File: config.mk
export PLATFORM = sky130hd
export DESIGN_NAME = h264_rtp_depacketizer_top_flat
export DESIGN_NICKNAME = d
export VERILOG_FILES = /design/src/design/h264_dpk_pkg.sv /design/src/design/h264_dpk_if.sv /design/src/design/h264_dpk_front.sv /design/src/design/h264_dpk_queue.sv /design/src/design/h264_dpk_back.sv /design/src/design/h264_rtp_depacketizer_top.sv /design/src/flat_wrapper.sv
export SDC_FILE = /design/constraint.sdc
export NUM_CORES = 1
export LEC_CHECK = 0
export BUFFER_PORTS_ARGS = -buffer_cell sky130_fd_sc_hd__buf_2
export CAP_MARGIN = 15
export CORE_ASPECT_RATIO = 1.25
export CORE_MARGIN = 2
export CORE_UTILIZATION = 55
export CTS_CLUSTER_SIZE = 40
export DETAILED_ROUTE_END_ITERATION = 12
export PLACE_DENSITY = 0.77
export SYNTH_ARGS = -nofsm -noshare
export SYNTH_HDL_FRONTEND = slang
export SYNTH_HIERARCHICAL = 1
export SYNTH_SLANG_ARGS = --single-unit
File: constraint.sdc
create_clock -name clk -period 6.6 [get_ports clk]
set_input_delay 0 -clock clk [delete_from_list [all_inputs] [get_ports clk]]
set_output_delay 0 -clock clk [all_outputs]
set_load 0.01 [all_outputs]
File: src/design/h264_dpk_pkg.sv
`timescale 1ns / 1ps

package h264_dpk_pkg;

  // Depth of the command queue between front and back
  localparam int QUEUE_DEPTH = 4;
  localparam int QUEUE_AW    = $clog2(QUEUE_DEPTH);

  // Stream kinds
  localparam logic KIND_PARAM = 1'b0;
  localparam logic KIND_FRAME = 1'b1;

  // One classified input item: the output items it causes, in slot order
  // pre discard, start code (4 bytes), data byte, post discard.
  typedef struct packed {
    logic       pre_disc;
    logic       pre_kind;
    logic       start;
    logic       start_kind;
    logic       start_end;
    logic       data;
    logic [7:0] data_byte;
    logic       data_kind;
    logic       data_end;
    logic       post_disc;
  } cmd_t;

endpackage

File: src/design/h264_dpk_if.sv
`timescale 1ns / 1ps

// Input channel: one RTP payload byte per item
interface h264_dpk_in_if;
  logic        valid;
  logic        ready;
  logic [7:0]  payload_byte;
  logic        byte_first;
  logic        byte_last;
  logic [10:0] payload_length;
  logic [15:0] seq_number;
  logic [31:0] rtp_timestamp;

  modport source (output valid, payload_byte, byte_first, byte_last, payload_length,
                  seq_number, rtp_timestamp, input ready);
  modport sink (input valid, payload_byte, byte_first, byte_last, payload_length,
                seq_number, rtp_timestamp, output ready);
endinterface

// Output channel: one Annex-B stream byte per item
interface h264_dpk_out_if;
  logic       valid;
  logic       ready;
  logic [7:0] out_byte;
  logic       stream_kind;
  logic       unit_end;
  logic       discard;

  modport source (output valid, out_byte, stream_kind, unit_end, discard, input ready);
  modport sink (input valid, out_byte, stream_kind, unit_end, discard, output ready);
endinterface

File: src/design/h264_dpk_front.sv
`timescale 1ns / 1ps

module h264_dpk_front
  import h264_dpk_pkg::*;
#(
  parameter int MAX_PAYLOAD_BYTES = 2047
) (
  input  logic              clk,
  input  logic              rst,
  h264_dpk_in_if.sink       pkt_in,
  input  logic              cmd_ready,
  output logic              cmd_push,
  output cmd_t              cmd
);

  localparam int IDX_W = $clog2(MAX_PAYLOAD_BYTES + 1);
  localparam int CW    = ((IDX_W > 11) ? IDX_W : 11) + 2;
  localparam int SW    = (CW > 17) ? CW : 17;
  localparam logic [IDX_W-1:0] IDX_MAX = IDX_W'(MAX_PAYLOAD_BYTES);

  localparam logic [4:0] NAL_STAP_A = 5'd24;
  localparam logic [4:0] NAL_FU_A   = 5'd28;
  localparam logic [7:0] NAL_IDR    = 8'h65;

  typedef enum logic [1:0] {
    MODE_IGNORE  = 2'd0,
    MODE_STAP    = 2'd1,
    MODE_FU_HDR  = 2'd2,
    MODE_FU_DATA = 2'd3
  } mode_t;

  typedef enum logic [1:0] {
    PH_LEN_HI = 2'd0,
    PH_LEN_LO = 2'd1,
    PH_DATA   = 2'd2
  } phase_t;

  logic             have_param_set, have_param_set_next;
  logic             update_pending, update_pending_next;
  logic             unit_open, unit_open_next;
  logic [15:0]      unit_seq, unit_seq_next;
  logic [31:0]      unit_time, unit_time_next;
  logic [IDX_W-1:0] byte_index, byte_index_next;
  mode_t            packet_mode, packet_mode_next;
  phase_t           aggregate_phase, aggregate_phase_next;
  logic [15:0]      aggregate_remaining, aggregate_remaining_next;
  logic [7:0]       aggregate_length_high, aggregate_length_high_next;
  logic             aggregate_seen_unit, aggregate_seen_unit_next;

  logic                 accept;
  logic signed [CW-1:0] rem_len;
  logic signed [CW-1:0] after;
  logic signed [SW-1:0] size_ext;
  logic signed [SW-1:0] after_ext;
  logic [15:0]          size;
  logic [15:0]          rem_dec;
  logic [7:0]           fu_nal;
  logic                 fu_ok;
  logic                 fu_done;

  assign pkt_in.ready = cmd_ready;
  assign accept       = pkt_in.valid & cmd_ready;

  // Byte classification and the packet parser, one item per cycle while the queue has room
  always_comb begin
    have_param_set_next        = have_param_set;
    update_pending_next        = update_pending;
    unit_open_next             = unit_open;
    unit_seq_next              = unit_seq;
    unit_time_next             = unit_time;
    byte_index_next            = byte_index;
    packet_mode_next           = packet_mode;
    aggregate_phase_next       = aggregate_phase;
    aggregate_remaining_next   = aggregate_remaining;
    aggregate_length_high_next = aggregate_length_high;
    aggregate_seen_unit_next   = aggregate_seen_unit;
    cmd                        = '0;
    rem_len                    = '0;
    after                      = '0;
    size                       = {aggregate_length_high, pkt_in.payload_byte};
    size_ext                   = SW'(signed'({1'b0, size}));
    after_ext                  = '0;
    rem_dec                    = '0;
    fu_nal   = {aggregate_length_high[7:5], pkt_in.payload_byte[4:0]};
    fu_ok                      = 1'b0;
    fu_done                    = 1'b0;

    if (pkt_in.byte_first) begin
      // Packet start: close an aggregate or FU-A data run still in flight
      if (packet_mode == MODE_STAP) begin
        cmd.pre_disc = 1'b1;
        cmd.pre_kind = KIND_PARAM;
      end
      if (packet_mode == MODE_FU_DATA) begin
        cmd.pre_disc   = 1'b1;
        cmd.pre_kind   = KIND_FRAME;
        unit_open_next = 1'b0;
      end
      byte_index_next          = '0;
      packet_mode_next         = MODE_IGNORE;
      aggregate_phase_next     = PH_LEN_HI;
      aggregate_remaining_next = '0;
      if (pkt_in.payload_length > 11'd1) begin
        if (pkt_in.payload_byte[4:0] == NAL_STAP_A && !have_param_set) begin
          packet_mode_next = MODE_STAP;
        end else if (pkt_in.payload_byte[4:0] == NAL_FU_A) begin
          packet_mode_next           = MODE_FU_HDR;
          aggregate_length_high_next = pkt_in.payload_byte & 8'hE0;
        end
      end
    end else begin
      if (byte_index < IDX_MAX) byte_index_next = byte_index + 1'b1;
      rem_len   = CW'(pkt_in.payload_length) - CW'(byte_index_next);
      after     = rem_len - CW'(1);
      after_ext = SW'(after);
      unique case (packet_mode)
        MODE_STAP: begin
          unique case (aggregate_phase)
            PH_LEN_HI: begin
              if (rem_len <= 2) begin
                cmd.post_disc    = 1'b1;
                packet_mode_next = MODE_IGNORE;
              end else begin
                aggregate_length_high_next = pkt_in.payload_byte;
                aggregate_phase_next       = PH_LEN_LO;
              end
            end
            PH_LEN_LO: begin
              if (size_ext > after_ext) begin
                cmd.post_disc    = 1'b1;
                packet_mode_next = MODE_IGNORE;
              end else begin
                cmd.start      = 1'b1;
                cmd.start_kind = KIND_PARAM;
                if (size == 16'd0) begin
                  cmd.start_end = (after == 0);
                  if (after == 0) begin
                    have_param_set_next = 1'b1;
                    update_pending_next = 1'b1;
                    packet_mode_next    = MODE_IGNORE;
                  end else begin
                    aggregate_phase_next = PH_LEN_HI;
                  end
                end else begin
                  aggregate_remaining_next = size;
                  aggregate_phase_next     = PH_DATA;
                end
              end
            end
            default: begin
              // Unit data bytes
              cmd.data      = 1'b1;
              cmd.data_byte = pkt_in.payload_byte;
              cmd.data_kind = KIND_PARAM;
              cmd.data_end  = (aggregate_remaining <= 16'd1) && (after == 0);
              rem_dec = (aggregate_remaining != 16'd0) ? aggregate_remaining - 16'd1 : 16'd0;
              aggregate_remaining_next = rem_dec;
              if (rem_dec == 16'd0) begin
                if (after == 0) begin
                  have_param_set_next = 1'b1;
                  update_pending_next = 1'b1;
                  packet_mode_next    = MODE_IGNORE;
                end else if (after[CW-1]) begin
                  cmd.post_disc    = 1'b1;
                  packet_mode_next = MODE_IGNORE;
                end else begin
                  aggregate_phase_next = PH_LEN_HI;
                end
              end
            end
          endcase
        end
        MODE_FU_HDR: begin
          packet_mode_next = MODE_IGNORE;
          fu_ok = (pkt_in.payload_length > 11'd2) && !pkt_in.byte_last && have_param_set
                  && !(update_pending && fu_nal != NAL_IDR);
          if (fu_ok) begin
            if (pkt_in.payload_byte[7]) begin
              // Start fragment: open a new unit
              if (unit_open) begin
                cmd.pre_disc = 1'b1;
                cmd.pre_kind = KIND_FRAME;
              end
              unit_open_next           = 1'b1;
              unit_time_next           = pkt_in.rtp_timestamp;
              unit_seq_next            = pkt_in.seq_number;
              aggregate_seen_unit_next = 1'b0;
              cmd.start                = 1'b1;
              cmd.start_kind           = KIND_FRAME;
              cmd.data                 = 1'b1;
              cmd.data_byte            = fu_nal;
              cmd.data_kind            = KIND_FRAME;
              packet_mode_next         = MODE_FU_DATA;
            end else if (unit_open && pkt_in.seq_number == unit_seq + 16'd1
                         && pkt_in.rtp_timestamp == unit_time) begin
              unit_seq_next            = pkt_in.seq_number;
              aggregate_seen_unit_next = pkt_in.payload_byte[6];
              packet_mode_next         = MODE_FU_DATA;
            end
          end
        end
        MODE_FU_DATA: begin
          fu_done       = pkt_in.byte_last && aggregate_seen_unit;
          cmd.data      = 1'b1;
          cmd.data_byte = pkt_in.payload_byte;
          cmd.data_kind = KIND_FRAME;
          cmd.data_end  = fu_done;
          if (fu_done) begin
            unit_open_next      = 1'b0;
            update_pending_next = 1'b0;
          end
        end
        default: begin
        end
      endcase
    end

    // Packet end: an unfinished aggregate is dropped
    if (pkt_in.byte_last) begin
      if (packet_mode_next == MODE_STAP) cmd.post_disc = 1'b1;
      packet_mode_next     = MODE_IGNORE;
      aggregate_phase_next = PH_LEN_HI;
    end
  end

  assign cmd_push = accept & (cmd.pre_disc | cmd.start | cmd.data | cmd.post_disc);

  always_ff @(posedge clk) begin
    if (rst) begin
      have_param_set        <= 1'b0;
      update_pending        <= 1'b0;
      unit_open             <= 1'b0;
      unit_seq              <= '0;
      unit_time             <= '0;
      byte_index            <= '0;
      packet_mode           <= MODE_IGNORE;
      aggregate_phase       <= PH_LEN_HI;
      aggregate_remaining   <= '0;
      aggregate_length_high <= '0;
      aggregate_seen_unit   <= 1'b0;
    end else if (accept) begin
      have_param_set        <= have_param_set_next;
      update_pending        <= update_pending_next;
      unit_open             <= unit_open_next;
      unit_seq              <= unit_seq_next;
      unit_time             <= unit_time_next;
      byte_index            <= byte_index_next;
      packet_mode           <= packet_mode_next;
      aggregate_phase       <= aggregate_phase_next;
      aggregate_remaining   <= aggregate_remaining_next;
      aggregate_length_high <= aggregate_length_high_next;
      aggregate_seen_unit   <= aggregate_seen_unit_next;
    end
  end

endmodule

File: src/design/h264_dpk_queue.sv
`timescale 1ns / 1ps

module h264_dpk_queue
  import h264_dpk_pkg::*;
(
  input  logic clk,
  input  logic rst,
  input  logic push,
  input  cmd_t push_cmd,
  output logic push_ready,
  input  logic pop,
  output logic head_valid,
  output cmd_t head_cmd
);

  cmd_t              slots [QUEUE_DEPTH];
  logic [QUEUE_AW-1:0] wr_ptr;
  logic [QUEUE_AW-1:0] rd_ptr;
  logic [QUEUE_AW:0]   count;

  assign push_ready = (count != (QUEUE_AW+1)'(QUEUE_DEPTH));
  assign head_valid = (count != '0);
  assign head_cmd   = slots[rd_ptr];

  // Storage, no reset needed
  always_ff @(posedge clk) begin
    if (push) slots[wr_ptr] <= push_cmd;
  end

  // Pointers and fill level
  always_ff @(posedge clk) begin
    if (rst) begin
      wr_ptr <= '0;
      rd_ptr <= '0;
      count  <= '0;
    end else begin
      if (push) wr_ptr <= wr_ptr + 1'b1;
      if (pop) rd_ptr <= rd_ptr + 1'b1;
      if (push && !pop) count <= count + 1'b1;
      else if (pop && !push) count <= count - 1'b1;
    end
  end

endmodule

File: src/design/h264_dpk_back.sv
`timescale 1ns / 1ps

module h264_dpk_back
  import h264_dpk_pkg::*;
(
  input  logic           clk,
  input  logic           rst,
  input  logic           head_valid,
  input  cmd_t           head_cmd,
  output logic           pop,
  h264_dpk_out_if.source stream_out
);

  localparam int NSLOT = 7;
  localparam logic [2:0] SLOT_PRE   = 3'd0;
  localparam logic [2:0] SLOT_SC3   = 3'd4;
  localparam logic [2:0] SLOT_DATA  = 3'd5;
  localparam logic [2:0] SLOT_POST  = 3'd6;

  logic [2:0]       pos;
  logic [NSLOT-1:0] slot_valid;
  logic [2:0]       sel;
  logic             more;
  logic             emit;
  logic [7:0]       nb;
  logic             nk;
  logic             ne;
  logic             nd;

  logic             o_valid;
  logic [7:0]       o_byte;
  logic             o_kind;
  logic             o_end;
  logic             o_disc;

  // Slots that the head command still has to send
  always_comb begin
    slot_valid = {head_cmd.post_disc, head_cmd.data, {4{head_cmd.start}}, head_cmd.pre_disc};
    sel  = SLOT_POST;
    more = 1'b0;
    for (int j = NSLOT - 1; j >= 0; j--) begin
      if (slot_valid[j] && 3'(j) >= pos) sel = 3'(j);
    end
    for (int j = 0; j < NSLOT; j++) begin
      if (slot_valid[j] && 3'(j) > sel) more = 1'b1;
    end
  end

  // Item for the selected slot
  always_comb begin
    nb = 8'h00;
    nk = KIND_PARAM;
    ne = 1'b0;
    nd = 1'b0;
    case (sel)
      SLOT_PRE: begin
        nk = head_cmd.pre_kind;
        nd = 1'b1;
      end
      SLOT_SC3: begin
        nb = 8'h01;
        nk = head_cmd.start_kind;
        ne = head_cmd.start_end;
      end
      SLOT_DATA: begin
        nb = head_cmd.data_byte;
        nk = head_cmd.data_kind;
        ne = head_cmd.data_end;
      end
      SLOT_POST: begin
        nd = 1'b1;
      end
      default: begin
        nk = head_cmd.start_kind;
      end
    endcase
  end

  assign emit = head_valid && (!o_valid || stream_out.ready);
  assign pop  = emit && !more;

  // Slot position within the head command
  always_ff @(posedge clk) begin
    if (rst) begin
      pos <= '0;
    end else if (emit) begin
      pos <= more ? sel + 3'd1 : 3'd0;
    end
  end

  // Output register
  always_ff @(posedge clk) begin
    if (rst) begin
      o_valid <= 1'b0;
    end else if (emit) begin
      o_valid <= 1'b1;
    end else if (stream_out.ready) begin
      o_valid <= 1'b0;
    end
  end

  always_ff @(posedge clk) begin
    if (emit) begin
      o_byte <= nb;
      o_kind <= nk;
      o_end  <= ne;
      o_disc <= nd;
    end
  end

  assign stream_out.valid       = o_valid;
  assign stream_out.out_byte    = o_byte;
  assign stream_out.stream_kind = o_kind;
  assign stream_out.unit_end    = o_end;
  assign stream_out.discard     = o_disc;

endmodule

File: src/design/h264_rtp_depacketizer_top.sv
`timescale 1ns / 1ps

// Channel     Dir  Handshake     Payload
// pkt_in      in   valid/ready   payload_byte, byte_first, byte_last, payload_length,
//                                seq_number, rtp_timestamp
// stream_out  out  valid/ready   out_byte, stream_kind, unit_end, discard
//
// The front parser takes one payload byte per cycle and queues one command per
// byte that produces output; the back end sends one output item per cycle unless stalled.
// A byte causes 0 to 6 output items (an FU-A start fragment header causes
// the most), so the input rate is one byte per cycle until start-code bursts
// fill the 4-entry command queue. Synchronous reset clears parser state, the
// queue and the output register; the block is ready the cycle after reset.
// Either side may stall at any time; the output register decouples them.

module h264_rtp_depacketizer_top
  import h264_dpk_pkg::*;
#(
  parameter int MAX_PAYLOAD_BYTES = 2047
) (
  input  logic           clk,
  input  logic           rst,
  h264_dpk_in_if.sink    pkt_in,
  h264_dpk_out_if.source stream_out
);

  logic cmd_push;
  logic cmd_ready;
  cmd_t cmd;
  logic head_valid;
  cmd_t head_cmd;
  logic pop;

  h264_dpk_front #(
    .MAX_PAYLOAD_BYTES(MAX_PAYLOAD_BYTES)
  ) u_front (
    .clk      (clk),
    .rst      (rst),
    .pkt_in   (pkt_in),
    .cmd_ready(cmd_ready),
    .cmd_push (cmd_push),
    .cmd      (cmd)
  );

  h264_dpk_queue u_queue (
    .clk       (clk),
    .rst       (rst),
    .push      (cmd_push),
    .push_cmd  (cmd),
    .push_ready(cmd_ready),
    .pop       (pop),
    .head_valid(head_valid),
    .head_cmd  (head_cmd)
  );

  h264_dpk_back u_back (
    .clk       (clk),
    .rst       (rst),
    .head_valid(head_valid),
    .head_cmd  (head_cmd),
    .pop       (pop),
    .stream_out(stream_out)
  );

endmodule

File: src/flat_wrapper.sv
// flat-port wrapper written by rule: the top's interface ports become plain ports
module h264_rtp_depacketizer_top_flat import h264_dpk_pkg::*;
#(
  parameter int MAX_PAYLOAD_BYTES = 2047
)
  (clk, rst, pkt_in_valid, pkt_in_payload_byte, pkt_in_byte_first, pkt_in_byte_last, pkt_in_payload_length, pkt_in_seq_number, pkt_in_rtp_timestamp, pkt_in_ready, stream_out_valid, stream_out_out_byte, stream_out_stream_kind, stream_out_unit_end, stream_out_discard, stream_out_ready);
  h264_dpk_in_if pkt_in_i ();
  h264_dpk_out_if stream_out_i ();
  input  logic clk;
  input  logic rst;
  input wire logic [$bits(pkt_in_i.valid)-1:0] pkt_in_valid;
  input wire logic [$bits(pkt_in_i.payload_byte)-1:0] pkt_in_payload_byte;
  input wire logic [$bits(pkt_in_i.byte_first)-1:0] pkt_in_byte_first;
  input wire logic [$bits(pkt_in_i.byte_last)-1:0] pkt_in_byte_last;
  input wire logic [$bits(pkt_in_i.payload_length)-1:0] pkt_in_payload_length;
  input wire logic [$bits(pkt_in_i.seq_number)-1:0] pkt_in_seq_number;
  input wire logic [$bits(pkt_in_i.rtp_timestamp)-1:0] pkt_in_rtp_timestamp;
  output wire logic [$bits(pkt_in_i.ready)-1:0] pkt_in_ready;
  output wire logic [$bits(stream_out_i.valid)-1:0] stream_out_valid;
  output wire logic [$bits(stream_out_i.out_byte)-1:0] stream_out_out_byte;
  output wire logic [$bits(stream_out_i.stream_kind)-1:0] stream_out_stream_kind;
  output wire logic [$bits(stream_out_i.unit_end)-1:0] stream_out_unit_end;
  output wire logic [$bits(stream_out_i.discard)-1:0] stream_out_discard;
  input wire logic [$bits(stream_out_i.ready)-1:0] stream_out_ready;
  assign pkt_in_i.valid = pkt_in_valid;
  assign pkt_in_i.payload_byte = pkt_in_payload_byte;
  assign pkt_in_i.byte_first = pkt_in_byte_first;
  assign pkt_in_i.byte_last = pkt_in_byte_last;
  assign pkt_in_i.payload_length = pkt_in_payload_length;
  assign pkt_in_i.seq_number = pkt_in_seq_number;
  assign pkt_in_i.rtp_timestamp = pkt_in_rtp_timestamp;
  assign pkt_in_ready = pkt_in_i.ready;
  assign stream_out_valid = stream_out_i.valid;
  assign stream_out_out_byte = stream_out_i.out_byte;
  assign stream_out_stream_kind = stream_out_i.stream_kind;
  assign stream_out_unit_end = stream_out_i.unit_end;
  assign stream_out_discard = stream_out_i.discard;
  assign stream_out_i.ready = stream_out_ready;
  h264_rtp_depacketizer_top #(.MAX_PAYLOAD_BYTES(MAX_PAYLOAD_BYTES)) u_core (.clk(clk), .rst(rst), .pkt_in(pkt_in_i), .stream_out(stream_out_i));
endmodule
# Yosys cells after proc, flatten, opt, wreduce, memory -nomap -nowiden
# Memory sizes are Yosys's and may differ from the RTL's. A register that Yosys moved wholly into a read port is not among the register bits.
# Index checks and enable logic that the tools add are counted.
# totals
regBits	113
ramBits	68
inputBits	73
output_inout_bits	13
wordCells	273
mem_count	1
# classes
addsub	10
order_cmp	19
eq_ne	37
muxes	118
bitwise_logic	7
reduce_logical	61
# mem_list
name	depth	word_bits	read_ports	rd_clocked_by_memory_dff	wr	line_no	rtl
u_core.u_queue.slots	4	17	1	1	1	h264_dpk_queue.sv:16	cmd_t slots [QUEUE_DEPTH];
# ops
cell	count
$mux 16	7
$mux 2	33
$mux 8	7
$mux 11	4
$mux 1	37
$eq 32x32->1	1
$logic_not 16->1	2
$logic_not 32->1	1
$pmux 16 s2	1
$mux 3	10
$pmux 10 s3	1
$logic_and 1x1->1	26
$ne 3x3->1 const B	7
$mux 10	2
$gt 17x13->1	1
$add 16x1->16 const B	1
$eq 16x16->1	1
$le 16x1->1 const B	1
$pmux 2 s2	4
$pmux 8 s2	1
$reduce_and 8->1	2
$reduce_bool 16->1	1
$reduce_bool 2->1	8
$sub 16x1->16 const B	1
45 further kinds	92

# Longest topological paths before layout
# Gate-level depths: netlist of the first run.
# depth
ltp_word	22
ltp_mapped	34
mapped_depth_nobuf	32

# Cells and area by module
# The synthesis of the first run kept the hierarchy.
# by_module_without_submodules
module	instances	cells_per_inst	area_each_um2	seq_area_each_um2
h264_dpk_front	1	888	6732.7	1821.7
h264_dpk_queue	1	134	2922.8	2222.1
h264_dpk_back	1	82	878.3	410.4

# Least setup slack after synthesis of the first run
# OpenSTA, ideal clock, no wires.
# synth_path
path_kind	reg-to-reg
start	register u_core.u_front.byte_index[2]
end	register u_core.u_queue.count[2]
setup_ns	0.070
t_arrival_ns	6.744
required_time_ns	6.530
setup_slack_ns	-0.214
path_stages_with_launch	33
n_path_buf	2
period_less_slack_ns	6.814
path_cell_list	dfxtp_1 -> nand3_1 -> nor3_1 -> nand2_1 -> or2_2 -> clkbuf_1 -> nor2b_1 -> nand3_1 -> xor2_1 -> ha_1 -> buf_2 -> a21o_1 -> or3_1 -> a22oi_4 -> nand3_1 -> xor2_1 -> inv_1 -> ha_1 -> a21o_1 -> a21o_1 -> a2111oi_0 -> o21ai_0 -> nor3_1 -> a21o_1 -> a211oi_1 -> a2111o_1 -> a21oi_2 -> ha_1 -> inv_1 -> fa_1 -> xor2_1 -> or3_1 -> a21oi_1
# synth_between
elab_chain_len	20
word_cells_on_any_way	42
classes_between	add/sub: 3; order compare: 3; eq/ne: 1; mux: 26; bitwise: 4; reduce/logical: 5
# synth_rtl
item	line_no	rtl
from (decl)	h264_dpk_front.sv:43	logic [IDX_W-1:0] byte_index, byte_index_next;
from (signal assigned)	h264_dpk_front.sv:247	byte_index <= byte_index_next;
$add 11x1->11 / $lt 11x11->1 (equally long branches)	h264_dpk_front.sv:112	if (byte_index < IDX_MAX) byte_index_next = byte_index + 1'b1;
$mux 11 *	h264_dpk_front.sv:112	
$mux 11 *	h264_dpk_front.sv:88	if (pkt_in.byte_first) begin
$sub 11x11->12 *	h264_dpk_front.sv:113	rem_len = CW'(pkt_in.payload_length) - CW'(byte_index_next);
parallel branches: the longest is 11 deep, another holds $gt 17x13->1	-	
$or 1x1->1 *	h264_dpk_front.sv:226	assign cmd_push = accept & (cmd.pre_disc | cmd.start | cmd.data | cmd.post_disc);
$and 1x1->1 *	h264_dpk_front.sv:226	
named net u_core.cmd_push	h264_rtp_depacketizer_top.sv:27	logic cmd_push;
$logic_not 1->1	h264_dpk_queue.sv:40	else if (pop && !push) count <= count - 1'b1;
$logic_and 1x1->1	h264_dpk_queue.sv:40	
$reduce_bool 2->1 (no source line)	-	
to (signal assigned)	h264_dpk_queue.sv:39	if (push && !pop) count <= count + 1'b1;
to (signal assigned)	h264_dpk_queue.sv:40	
to (decl)	h264_dpk_queue.sv:19	logic [QUEUE_AW:0] count;
# Mark *: on every way through the listed nets, which the timed path passes. The select of a mux whose other input is x is not followed.
# A chain may end at the register's enable or synchronous reset.

# Final worst setup path of the first run
# layout_path
start	register u_core.u_front.byte_index[3]
end	register u_core.u_queue.count[2]
# Same word-level chain as after synthesis.

==> results of run 1 <==
[worst max path at each step]
stage	slack, ns	end	from	cells past startpoint
2_1_floorplan	0.06	u_core/u_queue/count[2]	u_core/u_front/byte_index[3]	32
3_3_place_gp	0.11	u_core/u_queue/count[2]	u_core/u_front/byte_index[5]	30
3_5_place_dp	-0.11	u_core/u_queue/count[2]	u_core/u_front/byte_index[5]	30
4_1_cts	0.007	u_core/u_queue/count[2]	u_core/u_front/byte_index[5]	30
5_1_grt	-0.34	u_core/u_queue/count[2]	u_core/u_front/byte_index[0]	32
6_report	-0.04	u_core/u_queue/count[2]	u_core/u_front/byte_index[3]	31
[critical path: cells and delay by family (launching register included)]
kind,cells,cell delay [ns]
simple gates,12,2.16
compound gates,10,2.13
fa+ha+maj,4,1.15
xor+xnor,3,0.55
flops,1,0.36
buf+inv,2,0.17
[final cells by class]
| class | instances | area share [%] |
|---|---|---|
| multi-input combinational | 836 | 46.9 |
| timing repair buffer | 181 | 10.2 |
| inverter | 34 | 1.00 |
| tap | 232 | 2.27 |
| clock inverter | 15 | 1.39 |
| clock buffer | 17 | 3.33 |
| sequential | 183 | 35.0 |
[flip-flops by register name, summed over array words and instances (netlist names), 3 cells and up, named ones only]
signal,count
u_core/u_back/stream_out.out_byte,8
u_core/u_front/byte_index,11
u_core/u_front/aggregate_length_high,8
u_core/u_queue/slots,68
u_core/u_back/pos,3
u_core/u_front/unit_time,32
u_core/u_queue/count,3
u_core/u_front/aggregate_remaining,16
u_core/u_front/unit_seq,16
[timing repair]
action / CTS / global route
resized for setup: 5 / 50
endpoints found under the hold margin: 64 / 0
setup endpoints to repair: 70 / 74
hold buffers: 58 / 0
buffers inserted: 7 / 12
pin swaps: 6 / 38
[per-stage QoR]
stage | area, um2 | total power, W | setup TNS (ns)
3_5_place_dp | 11200 | 0.00154 | -0.747
5_1_grt | 12800 | 0.00269 | -1.34
4_1_cts | 12400 | 0.00258 | 0
2_1_floorplan | 10600 | 0.00144 | 0
6_report | 12800 | 0.00260 | -0.0371
3_3_place_gp | 11200 | 0.00153 | 0
[kinds of logic (layout without fill, tap and decap cells)]
family	Yosys count	after routing	synth area share (%)
simple gates	441	441	21.1
compound gates	217	217	13.7
flops	183	183	42.3
xor+xnor	87	87	7.30
buf+inv	85	247	3.52
mux	47	47	6.76
fa+ha+maj	44	44	5.37
[power breakdown]
| group | total (W) | switching [W] | internal (W) |
|---|---|---|---|
| clock | 0.00102 | 0.000476 | 0.000543 |
| sequential | 0.00119 | 0.0000128 | 0.00118 |
| combinational | 0.000385 | 0.000210 | 0.000175 |
| total | 0.00260 | 0.000699 | 0.00190 |
[per-layer routing]
| layer | wire length, um | share of wire (%) | vias to the layer above |
|---|---|---|---|
| met5 | 0 | 0 | - |
| met4 | 1300 | 4.8 | 0 |
| met3 | 1150 | 4.2 | 85 |
| met2 | 14100 | 52 | 342 |
| met1 | 10500 | 39 | 4313 |
| li1 | - | - | 4296 |
[cells in the final DEF (no fill, tap or decap), types with 20 or more instances in the layout]
cell	count
nand2_1	121
nor2_1	110
dlygate4sd3_1	58
inv_1	33
buf_2	84
edfxtp_1	79
dfxtp_1	98
a21oi_1	90
ha_1	38
xnor2_1	58
nand4_1	28
xor2_1	20
mux2i_1	28
nor3_1	32
buf_4	38
o21ai_0	26
==> results.py, run 1 <==
metrics = {
    "outcome": {
        "status": "finished, violations left",
        "violations": "negative setup slack",
    },
    "logic_synthesis": {
        "synthesis.area_mm2": 0.0105,
        "ys.warnings.count": 6,
        "synth_cell_type_count": 94,
        "synth-edff-count": 79,
        "ys_seq_area_share_pct": 42.3,
        "synthArstFlopShare_pct": 0,
        "synthFlopType": "dfxtp_1",
        "yosys.area.top_type": "edfxtp_1",
        "synthTopCellsByArea": "edfxtp_1 23%, dfxtp_1 20%, xnor2_1 5.1%",
        "syn-num-nets": 1221,
        "synth_top_area_share_pct": 22.5,
        "synth_area_per_cell_um2": 9.54,
        "yosys_register_bits": 183,
        "yosysMostFrequentCell": "nand2_1",
        "syn_inst": 1104,
        "yosys-top-cells-count": "122 x nand2_1, 112 x nor2_1, 104 x dfxtp_1, 93 x a21oi_1, 79 x edfxtp_1",
    },
    "min_path": {
        "timing.hold.worst_path_depth": 4,
        "whs_endpoint": "u_core/u_front/aggregate_remaining[0]",
        "hold_path_startpoint": "pkt_in_payload_byte[0]",
        "min-delay-path-class": "primary input to flip-flop",
    },
    "critical_path": {
        "required_ns": 6.96,
        "crit_type": "flip-flop to flip-flop",
        "cpPeakStageDelay_ns": 0.41,
        "critPathArrivalTime_ns": 6.99,
        "r2r-start": "u_core/u_front/byte_index[3]",
        "cp_slowest_cell": "a2111o_1",
        "reg2regPathDepth": 31,
        "ff2ff_setup_slack_ns": -0.04,
        "crit_path_max_fanout": 7,
        "reg2reg_to": "u_core/u_queue/count[2]",
        "setup.worst_path.end_class": "flip-flop",
        "cp-start-kind": "flip-flop",
    },
    "cells_and_area": {
        "final_cells": 1498,
        "nNetsFinal": 1370,
        "regArea_mm2": 0.00446,
        "utilization_pct": 68.0,
        "layout-drive-gt1-share_pct": 19.7,
        "multiInputGateArea_mm2": 0.00598,
        "diodes": 0,
        "fill_cells": 1390,
        "area_growth_pct": 21.2,
    },
    "grt": {
        "grt_pass1_vias": 8933,
        "grt_max_degree": 101,
        "grt_antenna_before_repair": 0,
        "grt_first_pass_wirelength_um": 43200,
        "grt_util_all_layers_pct": 26.6,
        "grt_overflow": 0,
        "met2_usage_pct": 48.6,
        "grtUsageMet3_pct": 3.77,
        "grt_use_met1_pct": 29.3,
        "grt-busiest-layer": "met2",
    },
    "power": {
        "peakVddDrop_mv": 0.152,
        "power.leakage_nw": 4.66,
        "powerDensity_mw_per_mm2": 203,
    },
    "floorplan": {
        "die_width_um": 128,
        "core_area_mm2": 0.0188,
        "placementRows": 56,
        "start_util_pct": 56.1,
        "die_height_um": 159,
        "ios": 86,
        "die_area_mm2": 0.0203,
    },
    "routing": {
        "drc": 0,
        "wl_per_cell_um": 18.1,
        "vias_per_cell": 6.03,
        "drtIter0Drc": 574,
        "ant_nets": 0,
        "wirelength_um": 27100,
        "via_count": 9036,
        "dr.pass1.iters": 5,
    },
    "clock_network": {
        "clock-root-buffer": "clkbuf_16",
        "clk_latency_ns": 0.44,
        "clk_path_buf_depth": 2,
        "numCtsBuffers": 17,
        "clkTransAtPathRegs_ns": 0.07,
        "cts_sinks": 183,
        "cts_tree": "done",
        "htreeDepth": 4,
    },
    "placed_design": {
        "place.gp.congestion": 0.939,
        "dp_slack_ns": -0.113,
        "dpl.cell_count": 1388,
        "hpwl_um": 18100,
        "io_buffers": 85,
    },
    "timing": {
        "drv_slew": 0,
        "setup_viol_count_final": 1,
        "relSlewSlack_pct": 24.8,
        "min_period_over_period_pct": 101,
        "hold_slack_ns": 0.133,
        "fmax_mhz": 151,
        "postLayoutSetupSlackWorst_ns": -0.0371,
        "min_period_ns": 6.64,
        "hold_viol": 0,
        "worst_pin_slew_ns": 1.12,
        "finClkSkew_ns": 0.0154,
        "rsz0062_at_grt": "yes",
    },
    "run": {
        "cap_violations": 0,
    },
}
Note: power is estimated with default switching activity, not from simulation.
==> run 2: changes to the inputs <==
--- a/config.mk
+++ b/config.mk
@@ -8,11 +8,10 @@
 export BUFFER_PORTS_ARGS = -buffer_cell sky130_fd_sc_hd__buf_2
 export CAP_MARGIN = 15
 export CORE_ASPECT_RATIO = 1.25
-export CORE_MARGIN = 2
-export CORE_UTILIZATION = 55
+export CORE_MARGIN = 3
+export CORE_UTILIZATION = 35
 export CTS_CLUSTER_SIZE = 40
 export DETAILED_ROUTE_END_ITERATION = 12
-export PLACE_DENSITY = 0.77
 export SYNTH_ARGS = -nofsm -noshare
 export SYNTH_HDL_FRONTEND = slang
 export SYNTH_HIERARCHICAL = 1
==> run 2 against run 1 <==
Effect of this change: the flow now finishes without violations; critical path type unchanged; sequential share of layout area down 0.21 points; core utilization is 24 points lower; non-clock buffer count increased by 8; combinational power down 4%; maximum frequency grew 1.8%; count of clock-buffer cells in the layout up 1; critical path depth did not move; via count shrank 2.8%; largest power group unchanged; worst hold slack got worse by 0.0091 ns; cell count increased by 11%.
==> results.py, run 2 (synthesis results as in run 1) <==
metrics = {
    "power": {
        "power.leakage_nw": 4.63,
        "powerDensity_mw_per_mm2": 196,
        "power_w": 0.00251,
        "peakVddDrop_mv": 0.145,
    },
    "cells_and_area": {
        "fill_cells": 2896,
        "regArea_mm2": 0.00446,
        "layout-drive-gt1-share_pct": 17.7,
        "final_cells": 1670,
        "largest-register": "u_core/u_queue/slots",
        "utilization_pct": 43.6,
        "area_growth_pct": 21.8,
        "layout_commonest_cell": "nand2_1",
        "final_cell_mix": "121 x nand2_1, 110 x nor2_1, 101 x dfxtp_1, 92 x a21oi_1, 85 x buf_2",
        "top_regs": "u_core/u_queue/slots x68, u_core/u_front/unit_time x32",
        "diodes": 0,
        "multiInputGateArea_mm2": 0.00582,
        "nNetsFinal": 1378,
        "largest_reg_flops": 68,
    },
    "floorplan": {
        "core_area_mm2": 0.0294,
        "die_height_um": 200,
        "ios": 86,
        "die_area_mm2": 0.0322,
        "placementRows": 70,
        "die_width_um": 161,
        "start_util_pct": 35.8,
    },
    "timing": {
        "relSlewSlack_pct": 26.8,
        "finClkSkew_ns": 0.0141,
        "setup_viol_count_final": 0,
        "hold_slack_ns": 0.124,
        "rsz0062_at_grt": "yes",
        "fmax_mhz": 153,
        "hold_viol": 0,
        "min_period_ns": 6.52,
        "drv_slew": 0,
        "fin_tns_setup_ns": 0,
        "worst_pin_slew_ns": 1.10,
        "min_period_over_period_pct": 98.8,
    },
    "routing": {
        "wirelength_um": 27100,
        "vias_per_cell": 5.26,
        "via_count": 8784,
        "wl_per_cell_um": 16.3,
        "ant_nets": 0,
        "dr.pass1.iters": 5,
        "drtIter0Drc": 536,
        "drc": 0,
    },
    "grt": {
        "grt_util_all_layers_pct": 16.9,
        "grt_first_pass_wirelength_um": 44000,
        "grt_antenna_before_repair": 0,
        "grt_overflow": 0,
        "grt_max_degree": 82,
        "grt_pass1_vias": 8679,
    },
    "outcome": {
        "status": "finished, final reports clean",
    },
    "critical_path": {
        "cpPeakStageDelay_ns": 0.46,
        "crit_path_max_fanout": 7,
        "cp_slowest_cell": "a2111o_1",
        "setup.worst_path.end_class": "flip-flop",
        "cp-start-kind": "flip-flop",
        "crit_type": "flip-flop to flip-flop",
        "required_ns": 6.96,
        "critPathArrivalTime_ns": 6.88,
    },
    "placed_design": {
        "hpwl_um": 19600,
        "dpl.cell_count": 1557,
        "place.gp.congestion": 0.926,
        "io_buffers": 85,
    },
    "clock_network": {
        "clk_latency_ns": 0.43,
        "cts_sinks": 183,
        "cts_tree": "done",
        "htreeDepth": 4,
        "clk_path_buf_depth": 2,
        "numCtsBuffers": 17,
        "clock-root-buffer": "clkbuf_16",
        "clkTransAtPathRegs_ns": 0.07,
    },
    "run": {
        "cap_violations": 0,
    },
    "min_path": {
        "min-delay-path-class": "primary input to flip-flop",
    },
}
run 2: path summary, 6_finish.rpt:
kind	startpoint	endpoint	slack (ns)	cells past startpoint
setup reg to reg	u_core/u_front/byte_index[1]	u_core/u_queue/count[2]	0.08	31
setup / recovery	u_core/u_front/byte_index[1]	u_core/u_queue/count[2]	0.08	31
hold / removal	pkt_in_payload_byte[0]	u_core/u_front/aggregate_remaining[0]	0.12	4
hold reg to reg	u_core/u_front/unit_time[24]	u_core/u_front/unit_time[24]	0.47	2
run 2: metrics by stage:
step / worst slack [ns] / area [um2]
2_1_floorplan: 0.0560 / 10600
3_3_place_gp: 0.0737 / 11400
3_5_place_dp: -0.122 / 11400
4_1_cts: 0.0100 / 12700
5_1_grt: -0.281 / 12800
6_report: 0.0776 / 12800
run 2: power by group:
part	internal [W]	leakage [nW]	total (W)	switching [W]
Combinational	0.000167	2.73	0.000368	0.000202
Clock	0.000492	0.257	0.000950	0.000458
Sequential	0.00118	1.65	0.00119	0.0000127
Total	0.00184	4.63	0.00251	0.000672
run 2: critical path, delay by kind of cell (launching register included):
kind,cells,cell delay (ns)
AOI/OAI and AO/OA,9,1.76
xor gates and xnor gates,3,0.53
DFF,1,0.35
buffers and inverters,1,0.05
and+or+nand+nor,14,2.59
adders and majority gates,4,1.19
run 2: layout make-up:
cell class              count  area share (%)
well taps                 396            3.86
repair buffers            189            10.7
flip-flops and latches    183            34.8
clock buffers              18            3.35
inverters                  34           0.995
clock inverters            14           0.917
multi-input cells         836            45.4
run 2: timing repair:
action	in CTS	in global routing
hold buffers	67	0
cloned	0	0
gates resized for setup	2	24
endpoints found under the hold margin	72	0
endpoints found under the setup margin	12	74
buffers inserted	5	8
pin swaps	5	22
run 2: routing by layer:
layer	share of wire [%]	vias up	global-route usage, %	routed length [um]
li1	-	4331	-	-
met1	42	4184	19.9	11300
met2	51	219	30.7	13900
met3	4.1	50	2.91	1110
met4	3.2	0	6.92	865
met5	0	-	0	0
==> run 3: changes to the inputs <==
--- a/config.mk
+++ b/config.mk
@@ -8,10 +8,11 @@
 export BUFFER_PORTS_ARGS = -buffer_cell sky130_fd_sc_hd__buf_2
 export CAP_MARGIN = 15
 export CORE_ASPECT_RATIO = 1.25
-export CORE_MARGIN = 3
+export CORE_MARGIN = 5
 export CORE_UTILIZATION = 35
 export CTS_CLUSTER_SIZE = 40
 export DETAILED_ROUTE_END_ITERATION = 12
+export PLACE_DENSITY = 0.57
 export SYNTH_ARGS = -nofsm -noshare
 export SYNTH_HDL_FRONTEND = slang
 export SYNTH_HIERARCHICAL = 1
==> run 3 against run 2 <==
Effect of this change: critical path depth up 2; total power up 5.5%; global-route usage down 0.41 points; critical path type unchanged; design area up 1.8%; sequential power about the same; largest power group unchanged; critical endpoint unchanged.
==> results.py, run 3 (synthesis results as in run 1) <==
metrics = {
    "timing": {
        "postLayoutSetupSlackWorst_ns": 0.192,
        "drv_slew": 0,
        "setup_viol_count_final": 0,
        "finClkSkew_ns": 0.0149,
        "hold_viol": 0,
        "hold_slack_ns": 0.0278,
        "fmax_mhz": 156,
        "rsz0062_at_grt": "yes",
        "worst_pin_slew_ns": 1.15,
        "min_period_ns": 6.41,
        "min_period_over_period_pct": 97.1,
        "fin_tns_setup_ns": 0,
        "relSlewSlack_pct": 22.5,
    },
    "floorplan": {
        "die_width_um": 165,
        "start_util_pct": 35.2,
        "core_area_mm2": 0.0299,
        "die_height_um": 204,
        "ios": 86,
        "die_area_mm2": 0.0337,
        "placementRows": 71,
    },
    "routing": {
        "vias_per_cell": 5.22,
        "via_count": 8781,
        "dr.pass1.iters": 5,
        "drtIter0Drc": 459,
        "wirelength_um": 27900,
        "ant_nets": 0,
        "drc": 0,
        "wl_per_cell_um": 16.6,
    },
    "critical_path": {
        "crit_path_max_fanout": 7,
        "required_ns": 6.96,
        "crit_type": "flip-flop to flip-flop",
        "cp-start-kind": "flip-flop",
        "cpPeakStageDelay_ns": 0.43,
        "cp_slowest_cell": "a2111o_1",
        "cp_common_cell": "a21o_1",
        "critPathArrivalTime_ns": 6.77,
        "setup.worst_path.end_class": "flip-flop",
    },
    "grt": {
        "grt_max_degree": 97,
        "grt_first_pass_wirelength_um": 44400,
        "grt_pass1_vias": 8597,
        "grt_overflow": 0,
        "grt_util_all_layers_pct": 16.5,
        "grt_antenna_before_repair": 0,
    },
    "clock_network": {
        "numCtsBuffers": 17,
        "clock-root-buffer": "clkbuf_16",
        "clkTransAtPathRegs_ns": 0.08,
        "clk_latency_ns": 0.43,
        "cts_sinks": 183,
        "clk_path_buf_depth": 2,
        "cts_tree": "done",
        "htreeDepth": 4,
    },
    "cells_and_area": {
        "area_growth_pct": 23.9,
        "layout_commonest_cell": "nand2_1",
        "largest_reg_flops": 68,
        "largest-register": "u_core/u_queue/slots",
        "diodes": 0,
        "nNetsFinal": 1384,
        "final_cell_area_mm2": 0.0131,
        "final_cell_mix": "120 x nand2_1, 110 x nor2_1, 100 x dfxtp_1, 90 x a21oi_1, 84 x buf_2",
        "top_regs": "u_core/u_queue/slots x68, u_core/u_front/unit_time x32",
        "layout-drive-gt1-share_pct": 19.9,
    },
    "placed_design": {
        "postPlaceCellArea_mm2": 0.0114,
        "place.gp.congestion": 0.899,
        "io_buffers": 85,
        "hpwl_um": 19800,
        "dp_slack_ns": -0.0484,
    },
    "outcome": {
        "status": "finished, final reports clean",
    },
    "power": {
        "power.leakage_nw": 4.71,
        "powerDensity_mw_per_mm2": 203,
        "peakVddDrop_mv": 0.134,
    },
    "run": {
        "cap_violations": 0,
    },
    "min_path": {
        "min-delay-path-class": "primary input to flip-flop",
    },
}
==> run 3: changes by cell type in the layout (fill, tap and decap cells not counted), sizes merged <==
| cell | previous run | this run |
|---|---|---|
| clkinvlp | 4 | 3 |
| buf | 122 | 138 |
| inv | 40 | 41 |
| bufinv | 0 | 3 |
| clkinv | 4 | 2 |
| dlygate4sd3 | 67 | 57 |
| clkbuf | 18 | 17 |
==> run 3: cell type report <==
| cell class | instances | area (um2) |
|---|---|---|
| inverters | 34 | 128 |
| multi-input cells | 836 | 5950 |
| clock inverters | 15 | 188 |
| repair buffers | 195 | 1400 |
| flip-flops and latches | 183 | 4460 |
| clock buffers | 17 | 425 |
| well taps | 401 | 502 |
| fillers | 2882 | 16900 |
==> run 3: through the flow <==
stage | instances | utilization, % | power, W
after floorplan | 1104 | - | 0.00144
after global placement | 1565 | 38.2 | 0.00154
after detailed placement | 1565 | 38.2 | 0.00155
after CTS | 1670 | 42.6 | 0.00266
after global routing | 1681 | 43.6 | 0.00276
final | 1681 | 43.6 | 0.00265
==> run 3: critical path, delay by kind of cell (launching register included) <==
family                     cells  cell delay [ns]
buffers and inverters          2             0.16
adders and majority gates      4             1.08
xor gates and xnor gates       4             0.79
DFF                            1             0.36
AOI/OAI and AO/OA             11             2.05
and+or+nand+nor               12             1.88
==> run 3: final timing paths <==
kind                                                  end  cells after the start  slack (ns)                          from
setup / recovery                  u_core/u_queue/count[2]                     33        0.19  u_core/u_front/byte_index[2]
hold / removal    u_core/u_front/aggregate_length_high[7]                      3        0.03        pkt_in_payload_byte[7]
setup reg to reg                  u_core/u_queue/count[2]                     33        0.19  u_core/u_front/byte_index[2]
hold reg to reg              u_core/u_front/unit_time[19]                      2        0.47  u_core/u_front/unit_time[19]
==> run 3: layer usage <==
metal,routed length (um),track usage (%),vias to the layer above
met3,1000,2.42,56
li1,-,-,4325
met4,910,6.95,0
met5,0,0,-
met1,11700,19.7,4206
met2,14300,29.2,194
==> run 3: what timing repair did <==
item                                   4_1_cts  5_1_grt
setup endpoints to repair                    1       72
pin swaps                                   15       36
hold buffers                                57        0
buffers inserted                            16       11
gates resized for setup                      6       40
endpoints found under the hold margin       64        0
==> run 3: power by group <==
part           internal [W]  switching (W)
Combinational      0.000172       0.000210
Sequential          0.00118      0.0000131
Clock              0.000606       0.000468
Total               0.00196       0.000691
